--- config.mk ---
export PLATFORM = sky130hd
export DESIGN_NAME = lpm_gw_list
export DESIGN_NICKNAME = d
export VERILOG_FILES = /design/src/rtl/core/lpm_pkg.sv /design/src/rtl/core/lpm_gw_list.sv
export VERILOG_INCLUDE_DIRS = /design/src /design/src/rtl/core
export SDC_FILE = /design/constraint.sdc
export NUM_CORES = 1
export LEC_CHECK = 0
export BUFFER_PORTS_ARGS = -buffer_cell sky130_fd_sc_hd__buf_2
export CORE_UTILIZATION = 30
export DETAILED_ROUTE_END_ITERATION = 6
export GPL_TIMING_DRIVEN = 0
export HOLD_SLACK_MARGIN = 0.1
export MAX_ROUTING_LAYER = met4
export PLACE_DENSITY = 0.58
export SLEW_MARGIN = 40
export SYNTH_ARGS = -nofsm -noshare
export SYNTH_HDL_FRONTEND = slang
export SYNTH_SLANG_ARGS = --single-unit
--- constraint.sdc ---
create_clock -name clk -period 9 [get_ports clk]
set_clock_uncertainty 0.05 [all_clocks]
set_input_delay 1.8 -clock clk [delete_from_list [all_inputs] [get_ports clk]]
set_output_delay 1.8 -clock clk [all_outputs]
set_load 0.01 [all_outputs]
--- src/rtl/core/assert_macros.svh ---
// Assertion helpers for the route table
`ifndef ASSERT_MACROS_SVH
`define ASSERT_MACROS_SVH

// Check that a condition implies a consequence in the same cycle.
`define ASSERT_IMPL(label, clk, rst, cond, cons, msg) \
  label: assert property (@(posedge clk) disable iff (rst) (cond) |-> (cons)) else $error(msg);

// Check that a condition implies a consequence in the next cycle.
`define ASSERT_NEXT(label, clk, rst, cond, cons, msg) \
  label: assert property (@(posedge clk) disable iff (rst) (cond) |=> (cons)) else $error(msg);

`endif

--- src/rtl/core/lpm_pkg.sv ---
`default_nettype none
package lpm_pkg;
  localparam int NODES    = 1024;
  localparam int NODE_W   = $clog2(NODES);
  localparam int GW_SLOTS = 8;
  localparam int GW_W     = $clog2(GW_SLOTS);
  localparam int MAX_LEN  = 32;
  localparam int TOP_BIT  = 31;

  localparam logic [1:0] KIND_ADD    = 2'd0;
  localparam logic [1:0] KIND_DEL    = 2'd1;
  localparam logic [1:0] KIND_LOOKUP = 2'd2;
  localparam logic [1:0] KIND_RSVD   = 2'd3;

  localparam logic [1:0] ST_OK        = 2'd0;
  localparam logic [1:0] ST_EXISTS    = 2'd1;
  localparam logic [1:0] ST_NOT_FOUND = 2'd2;
  localparam logic [1:0] ST_NO_SPACE  = 2'd3;

  typedef struct packed {
    logic [NODE_W-1:0] left;
    logic [NODE_W-1:0] right;
    logic              mark;
    logic [15:0]       port;
  } node_t;

  typedef enum logic [3:0] {
    S_INIT, S_IDLE, S_WALK_RD, S_WALK, S_ADD_CHK, S_ALLOC_RD, S_ALLOC,
    S_MARK, S_DEL_CHK, S_PRUNE_RD, S_PRUNE, S_UNLINK, S_GW, S_DONE
  } state_t;
endpackage
`default_nettype wire

--- src/rtl/core/lpm_gw_list.sv ---
`default_nettype none
module lpm_gw_list (
  input  wire logic                     clk,
  input  wire logic                     rst,
  input  wire logic                     op_en,
  input  wire logic                     op_del,
  input  wire logic [31:0]              gw_addr,
  input  wire logic [15:0]              gw_port,
  output logic [1:0]                    status,
  output logic                          rt_inc,
  output logic                          rt_dec,
  output logic                          has_head,
  output logic [15:0]                   head_port
);
  import lpm_pkg::*;
  `include "assert_macros.svh"

  logic [31:0] addr [GW_SLOTS];
  logic [15:0] prt  [GW_SLOTS];
  logic [GW_W:0] count;
  logic [GW_SLOTS-1:0] match;
  logic [GW_W-1:0] idx;
  logic found;

  always_comb begin
    match = '0;
    for (int i = 0; i < GW_SLOTS; i++)
      match[i] = (GW_W+1)'(i) < count && addr[i] == gw_addr;
    found = |match;
    idx = '0;
    for (int i = GW_SLOTS-1; i >= 0; i--)
      if (match[i]) idx = GW_W'(i);
    if (op_del) status = found ? ST_OK : ST_NOT_FOUND;
    else if (found) status = ST_EXISTS;
    else if (count == (GW_W+1)'(GW_SLOTS)) status = ST_NO_SPACE;
    else status = ST_OK;
    rt_inc = op_en && !op_del && status == ST_OK;
    rt_dec = op_en && op_del && status == ST_OK;
  end

  assign has_head  = count != '0;
  assign head_port = prt[0];

  always_ff @(posedge clk) begin
    if (rst) begin
      count <= '0;
    end else if (rt_inc) begin
      count <= count + 1'b1;
    end else if (rt_dec) begin
      count <= count - 1'b1;
    end
  end

  always_ff @(posedge clk) begin
    if (rt_inc) begin
      for (int i = GW_SLOTS-1; i > 0; i--) begin
        addr[i] <= addr[i-1];
        prt[i]  <= prt[i-1];
      end
      addr[0] <= gw_addr;
      prt[0]  <= gw_port;
    end else if (rt_dec) begin
      for (int i = 0; i < GW_SLOTS-1; i++)
        if (GW_W'(i) >= idx) begin
          addr[i] <= addr[i+1];
          prt[i]  <= prt[i+1];
        end
    end
  end

  `ASSERT_IMPL(a_gw_cnt_max, clk, rst, 1'b1, count <= (GW_W+1)'(GW_SLOTS), "gateway count over")
  `ASSERT_IMPL(a_gw_excl, clk, rst, 1'b1, !(rt_inc && rt_dec), "gateway inc and dec")
  `ASSERT_NEXT(a_gw_head, clk, rst, rt_inc, has_head, "gateway add left list empty")
endmodule
`default_nettype wire
==> results of run 1 <==
## routing by layer
layer	up-vias	track usage, %
met5	-	-
met4	0	4.86
met3	77	3.46
met2	442	33.0
met1	6495	28.6
li1	5423	-
## kinds of logic (layout without fill, tap and decap cells)
kind of cell / count (synthesis) / count (layout) / share of synthesized area (%)
adders and majority gates: 3 / 3 / 0.194
DFF: 388 / 388 / 59.9
xor gates and xnor gates: 254 / 254 / 11.5
AOI/OAI and AO/OA: 200 / 200 / 8.58
and+or+nand+nor: 233 / 233 / 6.48
muxes: 163 / 163 / 9.46
other: 0 / 1 / 0
buffers and inverters: 120 / 259 / 3.89
## power by group
| part | switching, mW | internal (mW) | leakage [nW] | total (mW) |
|---|---|---|---|---|
| combinational | 0.252 | 0.144 | 3.39 | 0.396 |
| clock | 0.779 | 0.995 | 0.672 | 1.77 |
| sequential | 0.0584 | 2.07 | 3.70 | 2.13 |
## path summary, 6_finish.rpt
kind                 to  cells past startpoint
min          prt[1][60]                      0
max reg2reg  prt[0][36]                     12
min reg2reg  prt[1][60]                      0
max              rt_inc                     11
## critical path: cells and delay by family
kind | cells | cell delay [ps]
AND/OR/NAND/NOR | 5 | 2150
XOR/XNOR | 1 | 200
buffers and inverters | 5 | 1040
## registers in the layout, indices dropped and copies added (netlist names)
signal and cells:
addr 256, prt 128, count 4
## per-stage QoR
stage	instance area, µm²	std cells	setup TNS [ps]
6_report	22500	2347	0
5_1_grt	22500	2347	0
4_1_cts	22500	2346	0
3_5_place_dp	21100	2267	0
3_3_place_gp	20600	2247	-831660
2_1_floorplan	19400	1361	0
## cells in the mapped netlist, types with 3 or more instances
cell type / n
nor4_1: 37
a22o_1: 128
buf_2: 62
nor2b_1: 5
nand2_1: 56
ha_1: 3
buf_4: 26
mux2_2: 157
a22oi_1: 48
inv_1: 4
clkbuf_1: 10
a21oi_1: 5
nor2_1: 16
o21ai_0: 5
or4_1: 4
nand3_1: 61
mux2_1: 5
edfxtp_1: 384
xnor2_1: 100
xor2_1: 154
nand4_1: 26
dfxtp_1: 4
nor3_1: 14
buf_6: 17
## final cells by class
type | instances | area [µm²]
antenna | 1 | 2.50
buffer | 115 | 734
clock buffer | 48 | 1090
clock inverter | 31 | 279
fill | 6180 | 41000
inverter | 5 | 18.8
multi-input combinational | 853 | 7090
sequential | 388 | 11600
tap | 846 | 1060
timing repair buffer | 60 | 574
==> flow_metrics.tcl, run 1 <==
set metrics [dict create \
    crit_path_max_fanout 58 \
    synth_area_um2 19400 \
    wl_met2_um 31700 \
    drc 0 \
    drtIter0Drc 1229 \
    vias_per_cell 5.30 \
    tightest_slew_ps 899 \
    dr.pass1.iters 5 \
    required_ps 7150 \
    async_reset_ff_share_pct 0 \
    fin_crit_sh_pct 78.9 \
    ys_seq_area_share_pct 59.9 \
    relSlewSlack_pct 40.0 \
    holdBufCountCts 0 \
    grt_start_max_net_pins 59 \
    finalSetupViolCount 0 \
    syn_nets 1416 \
    cap_violations 0 \
    cp-start-kind "primary input" \
    vdd_drop_max_v 0.000142 \
    final_cell_mix "edfxtp_1, mux2_2, xor2_1, a22o_1, buf_2" \
    hold_class "flip-flop to flip-flop" \
    hold_path.startpoint "prt[1][44]" \
    preCtsSetupSlack_ps 2030 \
    ctsResizeCount 0 \
    ant_nets 0 \
    core-area_um2 63400 \
    grt_pass1_vias 12600 \
    overflow 0 \
    cts_tree "done" \
    ys_types 50 \
    wl_per_cell_um 28.8 \
    end_kind "primary output" \
    fin_ws_ps 1900 \
    fp.dieW_um 256 \
    arrival_ps 5250 \
    final_common_cell "edfxtp_1" \
    period_needed_ps 7100 \
    worst-r2r-setup-slack_ps 3540 \
    cts_inserted_buffers 43 \
    dieArea_um2 65600 \
    grt.total_usage_pct 21.1 \
    clock_path_buffers 3 \
    grt_pass1_wl_um 96400 \
    r2r_start "addr[0][8]" \
    cpPeakStageDelay_ps 780 \
    synth_warnings 0 \
    yosys_register_bits 388 \
    cts_max_level 2 \
    startpoint "gw_addr[8]" \
    syn_inst 1361 \
    floorplan.initialDensity_pct 30.6 \
    syn_area_per_cell_um2 14.2 \
    status "complete, no violations" \
    fin_util_pct 35.4 \
    synth_edf_count 384 \
    pin_count 73 \
    netlist_top_cells_area "edfxtp_1, mux2_2, xor2_1" \
    finalPower_mw 4.30 \
    cts_root_buffer "clkbuf_16" \
    drive_above_1_share_pct 26.7 \
    rsz0062_at_grt "no" \
    area_growth_syn_to_layout_pct 15.9 \
    crit_slowest_cell "nor4_1" \
    yosysTopAreaCell "edfxtp_1" \
    clk_pin_slew_worst_paths_ps 60 \
    postCtsSetupBuffers 0 \
    antenna_found_initial 2 \
    critical_path.cell_chain "buf_2 -> xor2_1 -> nor4_1 -> nand3_1 -> nor4_4 -> nor4_4 -> nand4_4 -> inv_2 -> buf_6 -> buf_6 -> buf_2" \
    crit_type "primary input to primary output" \
    die_y_um 256 \
    hpwl_um 50400 \
    clock-sinks 388 \
    io_buffers 40 \
    insertion_delay_ps 600 \
    nets 1521 \
    top_layer_used "met4" \
    hold_viol 0 \
    rows 92 \
    fmaxAchievable_mhz 141 \
    wl_met3_um 4260 \
    vias 12400 \
    wirelength_um 67600 \
    wl_met1_um 30300 \
    hold_ws_ps 402 \
    place.gp.congestion 0.988 \
    p_leak_nw 7.76 \
    yosysTopAreaCellShare_pct 59.5 \
    final_max_slew_viol_count 0 \
    powerDensity_nw_per_um2 191 \
    synthFlopType "edfxtp_1" \
]
Note: power is estimated with default switching activity, not from simulation.
==> run 2, diff against run 1 <==
- PLACE_DENSITY: 0.58 -> 0.57
- clock period: 9 -> 6.7 ns (I/O delays scaled with it)
==> flow_metrics.tcl, run 2 (synthesis gave the netlist of run 1 again) <==
set metrics [dict create \
    vias 12700 \
    fp.dieW_um 256 \
    regMostFlops "addr" \
    critical_path.cell_chain "buf_2 -> xor2_1 -> nor4_1 -> nand4_1 -> nor3_1 -> nor4_4 -> nand4_4 -> inv_2 -> buf_6 -> buf_6 -> buf_2" \
    relSlewSlack_pct 41.0 \
    required_ps 5310 \
    final_max_slew_viol_count 0 \
    rsz0062_at_grt "no" \
    finalSetupViolCount 0 \
    p_int_mw 4.27 \
    cts_inserted_buffers 42 \
    core-area_um2 63400 \
    p_leak_nw 7.74 \
    insertion_delay_ps 590 \
    grt_pass1_wl_um 97100 \
    crit_type "primary input to primary output" \
    drc 0 \
    ant_nets 0 \
    hold_class "flip-flop to flip-flop" \
    place.gp.congestion 1.01 \
    pwr-share-clk_pct 40.9 \
    status "complete, no violations" \
    end_kind "primary output" \
    grt_pass1_vias 12600 \
    cp-start-kind "primary input" \
    cts_root_buffer "clkbuf_16" \
    clock_path_buffers 3 \
    area_growth_syn_to_layout_pct 15.8 \
    final_common_cell "edfxtp_1" \
    rows 92 \
    drtIter0Drc 1386 \
    period_needed_ps 6200 \
    dr.pass1.iters 5 \
    placed_cell_area_um2 21100 \
    wirelength_um 68200 \
    pin_count 73 \
    largest_register_ffs 256 \
    postCtsSetupBuffers 0 \
    io_buffers 40 \
    multiInputGateArea_um2 7090 \
    dieArea_um2 65600 \
    p_sw_share_pct 25.4 \
    seq_power_share_pct 50.0 \
    antenna_found_initial 5 \
    clk_pin_slew_worst_paths_ps 60 \
    hold_ws_ps 398 \
    die_y_um 256 \
    crit_slowest_cell "nor4_4" \
    hpwl_um 50400 \
    arrival_ps 4810 \
    cts_max_level 2 \
    nets 1520 \
    design_area_um2 22400 \
    vias_per_cell 5.39 \
    crit_path_max_fanout 58 \
    holdBufCountCts 0 \
    powerDensity_nw_per_um2 255 \
    fmaxAchievable_mhz 161 \
    clock-sinks 388 \
    wl_per_cell_um 29.1 \
    tightest_slew_ps 876 \
    power_switching_mw 1.45 \
    comb_power_share_pct 9.2 \
    cap_violations 0 \
    drive_above_1_share_pct 26.9 \
    overflow 0 \
    num-fill-cells 6188 \
    fin_crit_sh_pct 92.6 \
    vdd_drop_max_v 0.000170 \
    cts_tree "done" \
    ctsResizeCount 0 \
    fin_cells 2345 \
    largestRegisters "addr x256, prt x128, count x4" \
    grt_start_max_net_pins 59 \
    dp.cells 2267 \
    final_cell_mix "edfxtp_1, mux2_2, xor2_1, a22o_1, buf_2" \
    grt.total_usage_pct 21.3 \
    floorplan.initialDensity_pct 30.6 \
    cpPeakStageDelay_ps 610 \
    hold_viol 0 \
    seqCellArea_um2 11600 \
]
run 2: layout make-up:
class	instances	area share, %
Antenna cell	3	0.0335
Clock inverter	27	1.04
Sequential cell	388	51.7
Timing Repair Buffer	60	2.65
Tap cell	846	4.72
Buffer	115	3.27
Multi-Input combinational cell	853	31.6
Inverter	5	0.0836
Clock buffer	48	4.88
run 2: worst paths after layout:
path	from	endpoint	slack (ps)	depth (start not counted)
max	gw_addr[9]	rt_inc	500	11
min	prt[1][41]	prt[1][57]	400	0
min reg2reg	prt[1][41]	prt[1][57]	400	0
max reg2reg	addr[0][41]	addr[0][85]	1860	11
run 2: stage by stage:
| stage | util [%] | setup slack (ps) | setup TNS [ps] | power, mW |
|---|---|---|---|---|
| global route | 35.4 | 391 | 0 | 5.87 |
| floorplan | - | 22.7 | 0 | 3.18 |
| detailed placement | 33.3 | 555 | 0 | 3.43 |
| CTS | 35.4 | 561 | 0 | 5.74 |
| finish | 35.4 | 497 | 0 | 5.72 |
| global placement | 32.5 | -5310 | -805420 | 3.41 |
run 2: routing by layer:
layer | vias up | part of all wire [%] | track usage (%)
met5 | - | 0 | -
met2 | 554 | 46 | 32.6
met3 | 92 | 6.9 | 2.80
li1 | 5410 | - | -
met1 | 6594 | 45 | 29.7
met4 | 0 | 2.3 | 5.27
run 2: worst max-delay path, delay by kind of cell:
family / cells / cell delay (ps)
XOR/XNOR: 1 / 530
buffers and inverters: 5 / 1400
AND/OR/NAND/NOR: 5 / 1520
run 2: power groups by stage:
stage,sequential [mW],clock [mW],combinational [mW]
finish,2.86,2.34,0.524
global route,2.87,2.45,0.547
CTS,2.86,2.36,0.522
detailed placement,2.91,0,0.519
global placement,2.92,0,0.485
floorplan,2.89,0,0.292
==> run 3, diff against run 2 <==
- CORE_UTILIZATION: 30 -> 52
- PLACE_DENSITY: 0.57 -> 0.81
==> flow_metrics.tcl, run 3 (synthesis gave the netlist of run 1 again) <==
set metrics [dict create \
    fin_util_pct 59.7 \
    relSlewSlack_pct 41.1 \
    final_max_slew_viol_count 0 \
    required_ps 5310 \
    vias_per_cell 6.49 \
    grt.total_usage_pct 33.7 \
    arrival_ps 4650 \
    end_kind "primary output" \
    period_needed_ps 6040 \
    overflow 0 \
    place.gp.congestion 1.06 \
    cap_violations 0 \
    fin_ws_ps 662 \
    holdBufCountCts 0 \
    fmaxAchievable_mhz 166 \
    io_buffers 40 \
    rows 70 \
    hold_ws_ps 416 \
    powerDensity_nw_per_um2 256 \
    dp.cells 1888 \
    cts_inserted_buffers 42 \
    r2r_end "addr[0][75]" \
    ant_nets 0 \
    drive_above_1_share_pct 26.5 \
    area_growth_syn_to_layout_pct 12.8 \
    fp.dieW_um 195 \
    worst-r2r-setup-slack_ps 1880 \
    finalSetupTns_ps 0 \
    antenna_found_initial 1 \
    grt_start_max_net_pins 59 \
    floorplan.initialDensity_pct 52.9 \
    hold_path.startpoint "prt[1][33]" \
    fin_crit_sh_pct 90.1 \
    placed_cell_area_um2 20600 \
    die_y_um 195 \
    wl_per_cell_um 31.2 \
    final_common_cell "edfxtp_1" \
    clock_path_buffers 3 \
    cts_root_buffer "clkbuf_16" \
    rsz0062_at_grt "no" \
    drtIter0Drc 1671 \
    vias 12800 \
    final_cell_mix "edfxtp_1, mux2_2, xor2_1, a22o_1, buf_2" \
    clk_pin_slew_worst_paths_ps 60 \
    cp-start-kind "primary input" \
    pin_count 73 \
    regMostFlops "addr" \
    clock-sinks 388 \
    nets 1519 \
    design_area_um2 21900 \
    r2r_start "addr[0][0]" \
    crit_path_max_fanout 58 \
    whs_path_depth 0 \
    largestRegisters "addr x256, prt x128, count x4" \
    crit_type "primary input to primary output" \
    hold_end "prt[1][49]" \
    grt_pass1_wl_um 88100 \
    largest_register_ffs 256 \
    hold_viol 0 \
    drc 0 \
    tightest_slew_ps 884 \
    reg2reg_depth 11 \
    cts_max_level 2 \
    core-area_um2 36600 \
    hold_class "flip-flop to flip-flop" \
    vdd_drop_max_v 0.000207 \
    p_leak_nw 7.71 \
    ctsResizeCount 0 \
    dr.pass1.iters 6 \
    dieArea_um2 38000 \
    finalPower_mw 5.61 \
    grt_pass1_vias 12600 \
    insertion_delay_ps 590 \
    hpwl_um 44800 \
    wirelength_um 61500 \
    fin_cells 1969 \
    finalSetupViolCount 0 \
    status "complete, no violations" \
    cts_tree "done" \
    preCtsSetupSlack_ps 697 \
    postCtsSetupBuffers 0 \
]
[run 3: how the worst max path moves through the flow]
stage / start / end / slack (ps) / cells after the start
3_5_place_dp: gw_addr[25] / rt_inc / 700 / 11
6_report: gw_addr[25] / rt_inc / 660 / 11
3_3_place_gp: gw_addr[2] / prt[0][10] / -4290 / 6
2_1_floorplan: gw_addr[2] / addr[0][0] / 20 / 6
4_1_cts: gw_addr[25] / rt_inc / 680 / 11
5_1_grt: gw_addr[25] / rt_inc / 570 / 11
[run 3: layer usage]
| metal | vias to the layer above | part of all wire (%) | track usage [%] |
|---|---|---|---|
| met5 | - | 0 | - |
| met4 | 0 | 5.4 | 16.0 |
| met3 | 145 | 9.6 | 6.41 |
| met2 | 759 | 45 | 50.0 |
| met1 | 6458 | 40 | 44.8 |
| li1 | 5415 | - | - |
[run 3: layout make-up]
cell class / count / area, µm²
clock inverter: 22 / 145
multi-input combinational: 853 / 7070
timing repair buffer: 59 / 547
clock buffer: 55 / 1140
buffer: 115 / 734
antenna: 4 / 10.0
sequential: 388 / 11600
tap: 468 / 586
inverter: 5 / 18.8
fill: 2832 / 14700
[run 3: critical path, stage by stage]
cell	delay, ps
buf_2	230
xor2_1	500
nor4_1	130
nand3_1	220
nor3_1	160
nor4_4	540
nand4_4	320
inv_2	150
buf_6	200
buf_6	540
buf_2	260
[run 3: power by group]
group	internal, mW	switching, mW	total, mW
Clock	1.24	0.985	2.23
Combinational	0.192	0.327	0.519
Sequential	2.78	0.0805	2.86
Total	4.21	1.39	5.61
